==> config.mk <==
export PLATFORM = sky130hd
export DESIGN_NAME = register_file_with_sample_burst
export DESIGN_NICKNAME = d
export VERILOG_FILES = /design/src/rtl/core/rfsb_pkg.sv /design/src/rtl/core/register_file_with_sample_burst.sv /design/src/rtl/core/rfsb_regmem.sv /design/src/rtl/core/rfsb_burst.sv
export SDC_FILE = /design/constraint.sdc
export NUM_CORES = 2
export LEC_CHECK = 0
export BUFFER_PORTS_ARGS = -buffer_cell sky130_fd_sc_hd__buf_2
export CORE_MARGIN = 2
export CORE_UTILIZATION = 34
export CTS_CLUSTER_DIAMETER = 80
export DETAILED_ROUTE_END_ITERATION = 10
export GPL_TIMING_DRIVEN = 0
export SYNTH_ARGS = -nofsm -noshare
export SYNTH_HDL_FRONTEND = slang
export SYNTH_SLANG_ARGS = --single-unit
==> constraint.sdc <==
create_clock -name aclk -period 6.6 [get_ports aclk]
set_clock_uncertainty 0.05 [all_clocks]
set_input_delay 0.33 -clock aclk [delete_from_list [all_inputs] [get_ports aclk]]
set_output_delay 0.33 -clock aclk [all_outputs]
set_load 0.005 [all_outputs]
==> src/rtl/core/rfsb_pkg.sv <==
// ----------------------------------------------------------------------------
// rfsb_pkg
// types, codes and preset table shared by the register file blocks
// ----------------------------------------------------------------------------
package rfsb_pkg;

    localparam int ADDR_W   = 8;
    localparam int DATA_W   = 8;
    localparam int SAMPLE_W = 24;
    localparam int ACTION_W = 2;
    localparam int POS_W    = 3;

    // bus actions
    localparam logic [ACTION_W-1:0] ACT_WRITE = 2'd0;
    localparam logic [ACTION_W-1:0] ACT_READ  = 2'd1;
    localparam logic [ACTION_W-1:0] ACT_STOP  = 2'd2;

    // result source select
    localparam int SRC_W = 2;
    localparam logic [SRC_W-1:0] SRC_ZERO  = 2'd0;
    localparam logic [SRC_W-1:0] SRC_MEM   = 2'd1;
    localparam logic [SRC_W-1:0] SRC_BURST = 2'd2;

    localparam logic [ADDR_W-1:0] FIFO_DATA_ADDR = 8'h07;
    localparam logic [POS_W-1:0]  BURST_LEN      = 3'd6;

    // divide by three: floor(x * ceil(2^25 / 3) / 2^25), exact for 24-bit x
    localparam int               DIV3_SHIFT = 25;
    localparam logic [DIV3_SHIFT-1:0] DIV3_RECIP = 25'h0AAAAAB;

    typedef struct packed {
        logic              we;
        logic              re;
        logic [ADDR_W-1:0] addr;
        logic [DATA_W-1:0] wdata;
    } mem_req_t;

    typedef struct packed {
        logic clear;
        logic step;
    } burst_ctrl_t;

    // reset contents of the register file
    function automatic logic [DATA_W-1:0] preset_byte(input logic [ADDR_W-1:0] addr);
        logic [DATA_W-1:0] val;
        case (addr)
            8'h08:   val = 8'h4F;
            8'h09:   val = 8'h03;
            8'h0A:   val = 8'h27;
            8'h0C:   val = 8'h0A;
            8'h0D:   val = 8'h0A;
            8'hFE:   val = 8'h02;
            8'hFF:   val = 8'h15;
            default: val = '0;
        endcase
        return val;
    endfunction

endpackage

==> src/rtl/core/register_file_with_sample_burst.sv <==
// ----------------------------------------------------------------------------
// register_file_with_sample_burst
// bus-slave register file with pointer auto-increment and sample burst reads
// ----------------------------------------------------------------------------
// datapath: an accepted input word is held in the input register, then in the result register
// throughput: one word per cycle; a stalled output holds the input register
// the store read port is registered and the red divide is one 24x25 multiply
// reset: synchronous active-low aresetn clears pointer, load flag, burst
// position, written-entry flags and both handshake stages; the store reads
// its id and configuration presets right after reset, no clearing pass
// ----------------------------------------------------------------------------
module register_file_with_sample_burst (
    input  logic                          aclk,
    input  logic                          aresetn,
    // input channel
    input  logic                          s_tvalid,
    output logic                          s_tready,
    input  logic [31:0]                   s_tdata,  // write_byte[7:0], ir_value[31:8]
    input  logic [rfsb_pkg::ACTION_W-1:0] s_tuser,  // action[1:0]
    // result channel
    output logic                          m_tvalid,
    input  logic                          m_tready,
    output logic [7:0]                    m_tdata   // read_byte[7:0]
);
    import rfsb_pkg::*;

    // input register
    logic                st1_valid_reg;
    logic [ACTION_W-1:0] st1_action_reg;
    logic [DATA_W-1:0]   st1_wbyte_reg;
    logic [SAMPLE_W-1:0] st1_ir_reg;

    // slave state
    logic [ADDR_W-1:0]   ptr_reg;
    logic [ADDR_W-1:0]   ptr_next;
    logic                loaded_reg;
    logic                loaded_next;

    // result register
    logic                m_valid_reg;
    logic [SRC_W-1:0]    src_reg;
    logic [SRC_W-1:0]    src_next;
    logic [DATA_W-1:0]   burst_byte_reg;

    logic                advance;
    logic                fifo_hit;
    logic                is_write;
    logic                is_read;
    logic                is_stop;
    mem_req_t            mem_req;
    burst_ctrl_t         burst_ctrl;
    logic [DATA_W-1:0]   mem_rd_data;
    logic [DATA_W-1:0]   burst_byte;
    logic [POS_W-1:0]    burst_pos;

    // the stage moves when the result slot is empty or being drained
    assign advance  = st1_valid_reg && (!m_valid_reg || m_tready);
    assign s_tready = !st1_valid_reg || advance;

    assign is_write = advance && (st1_action_reg == ACT_WRITE);
    assign is_read  = advance && (st1_action_reg == ACT_READ);
    assign is_stop  = advance && (st1_action_reg == ACT_STOP);
    assign fifo_hit = (ptr_reg == FIFO_DATA_ADDR);

    always_ff @(posedge aclk) begin
        if (!aresetn) begin
            st1_valid_reg <= 1'b0;
        end else if (s_tready) begin
            st1_valid_reg <= s_tvalid;
        end
    end

    always_ff @(posedge aclk) begin
        if (s_tready && s_tvalid) begin
            st1_action_reg <= s_tuser;
            st1_wbyte_reg  <= s_tdata[7:0];
            st1_ir_reg     <= s_tdata[31:8];
        end
    end

    // first write of a transaction loads the pointer, later writes store
    // and step it; stop only drops the load flag
    always_comb begin
        ptr_next    = ptr_reg;
        loaded_next = loaded_reg;
        if (is_write) begin
            if (!loaded_reg) begin
                ptr_next    = st1_wbyte_reg;
                loaded_next = 1'b1;
            end else begin
                ptr_next = ptr_reg + ADDR_W'(1);
            end
        end else if (is_stop) begin
            loaded_next = 1'b0;
        end
    end

    always_ff @(posedge aclk) begin
        if (!aresetn) begin
            ptr_reg    <= '0;
            loaded_reg <= 1'b0;
        end else begin
            ptr_reg    <= ptr_next;
            loaded_reg <= loaded_next;
        end
    end

    // store access: a write never coincides with a read
    always_comb begin
        mem_req.we    = is_write && loaded_reg;
        mem_req.re    = is_read && !fifo_hit;
        mem_req.addr  = ptr_reg;
        mem_req.wdata = st1_wbyte_reg;
    end

    always_comb begin
        burst_ctrl.clear = is_write && !loaded_reg;
        burst_ctrl.step  = is_read && fifo_hit;
    end

    rfsb_regmem u_regmem (
        .aclk    (aclk),
        .aresetn (aresetn),
        .req     (mem_req),
        .rd_data (mem_rd_data)
    );

    rfsb_burst u_burst (
        .aclk       (aclk),
        .aresetn    (aresetn),
        .ctrl       (burst_ctrl),
        .ir_value   (st1_ir_reg),
        .burst_byte (burst_byte),
        .pos        (burst_pos)
    );

    // pick where the result byte comes from
    always_comb begin
        if (st1_action_reg == ACT_READ) begin
            src_next = fifo_hit ? SRC_BURST : SRC_MEM;
        end else begin
            src_next = SRC_ZERO;
        end
    end

    always_ff @(posedge aclk) begin
        if (!aresetn) begin
            m_valid_reg <= 1'b0;
            src_reg     <= SRC_ZERO;
        end else if (advance) begin
            m_valid_reg <= 1'b1;
            src_reg     <= src_next;
        end else if (m_tready) begin
            m_valid_reg <= 1'b0;
        end
    end

    always_ff @(posedge aclk) begin
        if (advance) begin
            burst_byte_reg <= burst_byte;
        end
    end

    always_comb begin
        case (src_reg)
            SRC_MEM:   m_tdata = mem_rd_data;
            SRC_BURST: m_tdata = burst_byte_reg;
            default:   m_tdata = '0;
        endcase
    end

    assign m_tvalid = m_valid_reg;

    // ---------------------------------------------------------------- checks

    // an empty result slot never blocks the input side
    assert property (@(posedge aclk) disable iff (!aresetn)
        !m_valid_reg |-> s_tready)
        else $error("input stalled with empty result slot");

    // reads and stops leave the register pointer alone
    assert property (@(posedge aclk) disable iff (!aresetn)
        (is_read || is_stop) |=> $stable(ptr_reg))
        else $error("pointer moved on a read or stop");

    // a pointer load takes the written byte and restarts the burst
    assert property (@(posedge aclk) disable iff (!aresetn)
        (is_write && !loaded_reg) |=>
            (loaded_reg && ptr_reg == $past(st1_wbyte_reg) && burst_pos == '0))
        else $error("pointer load did not take effect");

    // after a fifo read the burst position never runs past the burst length
    assert property (@(posedge aclk) disable iff (!aresetn)
        burst_pos <= BURST_LEN || !$past(burst_ctrl.step))
        else $error("burst position out of range after a fifo read");

endmodule

==> src/rtl/core/rfsb_regmem.sv <==
// ----------------------------------------------------------------------------
// rfsb_regmem
// 256-byte register store, one write or one registered read per cycle
// ----------------------------------------------------------------------------
module rfsb_regmem (
    input  logic                        aclk,
    input  logic                        aresetn,
    input  rfsb_pkg::mem_req_t          req,
    output logic [rfsb_pkg::DATA_W-1:0] rd_data
);
    import rfsb_pkg::*;

    localparam int DEPTH = 1 << ADDR_W;

    logic [DATA_W-1:0] mem_reg [DEPTH];
    logic [DEPTH-1:0]  valid_reg;
    logic [DATA_W-1:0] rd_mem_reg;
    logic [DATA_W-1:0] rd_preset_reg;
    logic              rd_hit_reg;

    always_ff @(posedge aclk) begin
        if (req.we) begin
            mem_reg[req.addr] <= req.wdata;
        end
    end

    // written entries override the preset table
    always_ff @(posedge aclk) begin
        if (!aresetn) begin
            valid_reg <= '0;
        end else if (req.we) begin
            valid_reg[req.addr] <= 1'b1;
        end
    end

    always_ff @(posedge aclk) begin
        if (req.re) begin
            rd_mem_reg    <= mem_reg[req.addr];
            rd_hit_reg    <= valid_reg[req.addr];
            rd_preset_reg <= preset_byte(req.addr);
        end
    end

    assign rd_data = rd_hit_reg ? rd_mem_reg : rd_preset_reg;

endmodule

==> src/rtl/core/rfsb_burst.sv <==
// ----------------------------------------------------------------------------
// rfsb_burst
// six-byte sample burst: red (sample / 3) then ir, big-endian
// ----------------------------------------------------------------------------
module rfsb_burst (
    input  logic                          aclk,
    input  logic                          aresetn,
    input  rfsb_pkg::burst_ctrl_t         ctrl,
    input  logic [rfsb_pkg::SAMPLE_W-1:0] ir_value,
    output logic [rfsb_pkg::DATA_W-1:0]   burst_byte,
    output logic [rfsb_pkg::POS_W-1:0]    pos
);
    import rfsb_pkg::*;

    localparam int PROD_W = SAMPLE_W + DIV3_SHIFT;

    logic [POS_W-1:0]    pos_reg;
    logic [POS_W-1:0]    pos_eff;
    logic [POS_W-1:0]    pos_next;
    logic [PROD_W-1:0]   prod;
    logic [SAMPLE_W-1:0] red_value;

    // wrap back to the first byte once the burst is used up
    assign pos_eff = (pos_reg >= BURST_LEN) ? '0 : pos_reg;

    assign prod      = PROD_W'(ir_value) * PROD_W'(DIV3_RECIP);
    assign red_value = prod[PROD_W-1:DIV3_SHIFT];

    always_comb begin
        case (pos_eff)
            3'd0:    burst_byte = red_value[23:16];
            3'd1:    burst_byte = red_value[15:8];
            3'd2:    burst_byte = red_value[7:0];
            3'd3:    burst_byte = ir_value[23:16];
            3'd4:    burst_byte = ir_value[15:8];
            3'd5:    burst_byte = ir_value[7:0];
            default: burst_byte = '0;
        endcase
    end

    always_comb begin
        pos_next = pos_reg;
        if (ctrl.clear) begin
            pos_next = '0;
        end else if (ctrl.step) begin
            pos_next = pos_eff + POS_W'(1);
        end
    end

    always_ff @(posedge aclk) begin
        if (!aresetn) begin
            pos_reg <= '0;
        end else begin
            pos_reg <= pos_next;
        end
    end

    assign pos = pos_reg;

endmodule
# After elaboration in Yosys (flattened, before gate mapping)
# Memories as Yosys holds them, arrays and structs flattened. A register that Yosys moved wholly into a read port is not among the register bits.
# Cells that the tools add are included.
[word_totals] register_bits=323 latch_bits=0 mem_bits_rw=2048 mem_bits_ro=0 in_bits=38 wordCells=79 n_memories=1
[classes] add_sub_neg=2 multipliers=1 div=0 order_cmp=3 n_eq_ne=17 shift=0 n_mux=18 bitwise=2 n_reduce_logical=22
[mem_list] name="u_regmem.mem_reg" words=256 width=8 read_ports=1 rd_ports_with_merged_regs=1 wr=1 line="rfsb_regmem.sv:15" text="logic [DATA_W-1:0] mem_reg [DEPTH];"
[ops] cell="bitwise OR 256 bit" count=1
[ops] cell="multiplier 24 x 24 -> 48 bit, second input constant" count=1
[ops] cell="case mux 8 bit (6 select lines)" count=1
[ops] cell="case mux 7 bit (6 select lines)" count=1
[ops] cell="== test 8 x 4 -> 1 bit, second input constant" count=5
[ops] cell="== test 8 bit, second input constant" count=2
[ops] cell="2-to-1 mux 8 bit" count=2
[ops] cell="case mux 8 bit (2 select lines)" count=1
[ops] cell="logical AND 1 bit" count=10
[ops] cell="< comparator 8 x 9 -> 1 bit, second input constant" count=1
[ops] cell="adder 8 x 1 -> 8 bit, second input constant" count=1
[ops] cell="binary-select mux 1 bit (select 8 bit)" count=1
[ops] cell="demux 1 bit (select 8 bit)" count=1
[ops] cell="== test 8 x 3 -> 1 bit, second input constant" count=1
[ops] cell=">= comparator 8 x 1 -> 1 bit, second input constant" count=1
[ops] cell="2-to-1 mux 1 bit" count=8
[ops] cell="== test 3 x 2 -> 1 bit, second input constant" count=2
[ops] cell="== test 3 bit, second input constant" count=2
[ops] cell="== test 2 x 1 -> 1 bit, second input constant" count=2
[ops] cell="== test 2 bit, second input constant" count=2
[ops] cell="zero test 1 bit" count=4
[ops] cell="2-to-1 mux 2 bit" count=2
[ops] cell="nonzero test 2 bit" count=2
[ops] cell="OR reduction 2 bit" count=2
[ops] cell="other kinds (8)" count=9

# Logic depth before layout (Yosys ltp)
[logic_depth] depth_word=7 depth_mapped=24 ltp_nobuf=23

# Hierarchy
# Synthesis repeated with hierarchy kept, for this count alone.
[unflattened] hier_cells=5572 area_unflattened_um2=101125.7
[modules_own_cells] mod="rfsb_regmem" instances=1 cells_per_inst=4244 area_per_inst_um2=87920.6
[modules_own_cells] mod="rfsb_burst" instances=1 cells_per_inst=1172 area_per_inst_um2=11074.4
[modules_own_cells] mod="register_file_with_sample_burst" instances=1 cells_per_inst=156 area_per_inst_um2=2130.8

# Worst setup path before layout
# OpenSTA, ideal clock, no wires.
[synth_timing] kind="flip-flop to flip-flop" from="reg st1_ir_reg[14]" to="reg burst_byte_reg[6] (data pin)" setup_ps=259 arrival_ps=6231 setup_slack_ps=60 stages_incl_launch_ff=22 period_less_slack_ps=6540 cell_sequence="edfxtp_1 ha_1 inv_1 fa_1 fa_1 inv_1 fa_1 fa_1 inv_1 fa_1 inv_1 fa_1 ha_1 a211oi_1 nor2_1 o41ai_1 o311ai_0 o31ai_4 o21ai_1 a221oi_2 xnor2_1 a211o_1"
[synth_via] elab_chain_cells=2
[synth_rtl] element="start: declaration" line="register_file_with_sample_burst.sv:31" text="logic [SAMPLE_W-1:0] st1_ir_reg;"
[synth_rtl] element="start signal: assignment" line="register_file_with_sample_burst.sv:77" text="st1_ir_reg <= s_tdata[31:8];"
[synth_rtl] element="multiplier 24 x 24 -> 48 bit" line="rfsb_burst.sv:26" text="assign prod = PROD_W'(ir_value) * PROD_W'(DIV3_RECIP);"
[synth_rtl] element="case mux 8 bit (6 select lines) (*)" line="rfsb_burst.sv:30" text="case (pos_eff)"
[synth_rtl] element="named net burst_byte[6]" line="register_file_with_sample_burst.sv:53" text="logic [DATA_W-1:0] burst_byte;"
[synth_rtl] element="end signal: assignment" line="register_file_with_sample_burst.sv:160" text="burst_byte_reg <= burst_byte;"
[synth_rtl] element="end: declaration" line="register_file_with_sample_burst.sv:43" text="logic [DATA_W-1:0] burst_byte_reg;"
# Mark *: on every way through the listed nets, which the timed path passes. The rest lies on a longest branch.
# A chain may end at the register's enable or synchronous reset.

# Final worst setup path
[layout_timing] from="reg st1_ir_reg[3]" to="reg burst_byte_reg[6] (data pin)"
[layout_via] elab_chain_cells=2
[layout_rtl] element="multiplier 24 x 24 -> 48 bit" line="rfsb_burst.sv:26"
[layout_rtl] element="case mux 8 bit (6 select lines)" line="rfsb_burst.sv:30"
[layout_rtl] element="named net burst_byte[6]" line="register_file_with_sample_burst.sv:53"
# The timed path passes the listed nets, and every way through them passes these cells.

==> qor.txt <==
drt first pass iters -> 10
share of power burned in combinational logic -> 35.0%
NumNets Final -> 6489
crit-path max FO -> 9
Clock transition at path regs -> 0.06 ns
root buf cell -> clkbuf_16
Synth Flop Type -> edfxtp_1
worst slew pin tran -> 1.63 ns
most frequent cells in the layout -> 2106 x edfxtp_1, 722 x mux4_2, 387 x inv_1
first-pass GRT wire length -> 503000 µm
routed len/inst -> 37.1 µm
Final Cell Area -> 120000 µm²
YS warnings -> 0
clk sinks -> 2378
gr ovfl total -> 0
post-route minimum period -> 6.83 ns
Pint -> 31.2 mW
mapped cell area -> 102000 µm²
post-synthesis async set-or-reset flop share -> 0%
Post-synth EDFFs -> 2106
DPL Wire Length -> 256000 µm
Syn Area/Cell -> 18.8 µm²
setup TNS -> -0.843 ns
fmax -> 146 MHz
vias in the first global route -> 57500
First DRT Iteration DRCs -> 9565
Psw -> 15.4 mW
Area growth, synth to finish -> 17.7%
CTS tree -> yes
die height -> 552 µm
most common cell after layout, fill and taps aside -> edfxtp_1
Non-Filler Instances -> 10100
CTS max path bufs -> 4
failing checks -> capacitance limit, slew limit, setup timing
switching share of power -> 33.0%
final hold viol count -> 0
antenna viol nets, final -> 0
Setup Viol. Count Final -> 5
Die Area -> 305000 µm²
vias per inst -> 5.81
status -> finished, violations left
Total Power -> 46.6 mW
io pins -> 48
Synth area leader -> edfxtp_1
RSZ-0062 raised after global routing -> yes
period utilisation layout -> 103%
cells after synthesis -> 5429
Clk pwr share -> 29.6%
Startpoint Class -> flop
synth unique cells -> 70
largest net degree at the start of global routing -> 37
pins over their slew limit -> 44
Mapped Nets -> 5947
CTS Buf Count -> 241
synthesized flop and latch total -> 2378
critical path endpoint category -> flop
pwr/cell area -> 388 nW/µm²
register share of total power -> 35.3%
Critical Path RT -> 7.10 ns
Core Area -> 300000 µm²
layout cells sized above 1 -> 26.8%
CP arrival -> 7.33 ns
Starting Density -> 34.1%
crit path kind -> flop to flop
H-tree levels -> 4
Core Rows -> 201
Min-Delay Path Class -> input pin to flop
top post-synthesis cells by area -> edfxtp_1 62%, mux4_2 16%, dfxtp_1 5.3%, fa_1 4.3%, ha_1 3.2%
fin util -> 40.1%
Vias -> 58900
initial antenna violation count -> 25
Total Routed Length -> 377000 µm
gpl congestion -> 0.988
port bufs -> 46
Worst VDD drop -> 733 µV
Synth top area share -> 61.9%
GR Util All Layers -> 24.3%
post-route setup slack -> -0.226 ns
dpl cells -> 9540
Seq/Total Area, Yosys -> 67.2%
P_leak -> 39.7 nW
Placed Area -> 110000 µm²
Largest register FFs -> 2048
drt drc -> 0
Max-Cap Viols -> 4
chip width -> 552 µm
slew margin rel. -> -8.97%
clk_lat worst skew -> 0.97 ns
## worst max-delay path, stage by stage, from the launching register on
cell and delay, ns:
edfxtp_1 0.42, buf_4 0.17, ha_4 0.24, xor2_4 0.17, ha_1 0.20, a21oi_1 0.38, fa_1 0.47, inv_1 0.08
fa_1 0.42, fa_1 0.50, inv_1 0.07, fa_2 0.34, fa_1 0.61, inv_1 0.09, ha_4 0.32, nand4_1 0.21
nor4_4 0.37, o2111ai_2 0.25, o311ai_4 0.20, o31ai_4 0.14, o21ai_4 0.24, buf_6 0.14, buf_6 0.09, a211oi_2 0.05
a211o_1 0.32
## synth_stat cells (11+ instances only)
cell and count:
nand3_1 46, mux2i_1 25, a22oi_1 22, o21a_1 259, o21ai_0 47, a31oi_1 11
mux2_2 12, buf_6 16, o211ai_1 12, nand2b_1 12, nor3_1 20, a32oi_1 11
a21o_1 13, nand2_1 121, inv_1 409, nor2_1 323, buf_1 17, ha_1 263
clkbuf_1 172, buf_4 12, xnor2_1 13, nor2b_1 16, fa_1 217, dfxtp_1 272
buf_2 61, edfxtp_1 2106, nand4_1 23, a21oi_1 56, mux4_2 722
## metrics by stage
step,setup WS (ns),hold slack [ns]
after floorplan,0.0605,0.379
after global placement,-1.90,0.390
after detailed placement,-1.81,0.398
after CTS,-0.190,0.0744
after global routing,-0.474,0.0976
final,-0.226,0.0871
## path summary, 6_finish.rpt
check,startpoint,end,slack (ns),cells after the start
worst max-delay path,st1_ir_reg[3]$_DFFE_PP_,burst_byte_reg[6]$_DFFE_PP_,-0.23,24
worst min-delay path,s_tuser[1],st1_action_reg[1]$_DFFE_PP_,0.09,2
worst max register to register,st1_ir_reg[3]$_DFFE_PP_,burst_byte_reg[6]$_DFFE_PP_,-0.23,24
worst min register to register,u_regmem.valid_reg[166]$_SDFFE_PN0P_,u_regmem.valid_reg[166]$_SDFFE_PN0P_,0.41,1
## layout make-up
cell class | instances | area [µm²]
multi-input combinational | 2363 | 31500
clock buffer | 335 | 6810
antenna | 7 | 17.5
timing repair buffer | 303 | 4240
fill | 26700 | 179000
clock inverter | 112 | 1080
inverter | 409 | 1540
buffer | 275 | 1380
tap | 3958 | 4950
sequential | 2378 | 68700
## power groups by stage
stage	combinational [mW]	sequential, mW	clock (mW)
after floorplan	8.68	16.9	0
after global placement	12.3	17.1	0
after detailed placement	12.6	16.8	0
after CTS	15.2	16.5	13.8
after global routing	17.8	16.5	14.4
final	16.3	16.5	13.8
## routing by layer
metal,GRT usage [%],vias up,share of wire [%]
li1,-,22500,-
met1,31.2,31500,37
met2,37.1,3960,45
met3,6.85,863,12
met4,13.7,4,6.9
met5,0,-,0.0072
## cells by family (layout without fill, tap and decap cells)
kind of cell	Yosys count	after routing	synth area share, %
flip-flops	2378	2378	67.2
multiplexers	759	759	16.3
buffers and inverters	688	1434	2.77
AND/OR/NAND/NOR	592	592	2.47
AO/OA/AOI/OAI	512	512	3.60
adder cells (fa/ha/maj)	480	480	7.47
XOR/XNOR	20	20	0.171
other	0	7	0
## repair_timing
item | in CTS | in global routing
pin swaps | 78 | 36
setup buffers | 97 | 14
hold buffers | 37 | 0
hold endpoints to repair | 38 | 0
setup endpoints to repair | 8 | 8
gates cloned | 0 | 0
gates resized for setup | 141 | 45
No activity file was read; power rests on OpenSTA's default activity.
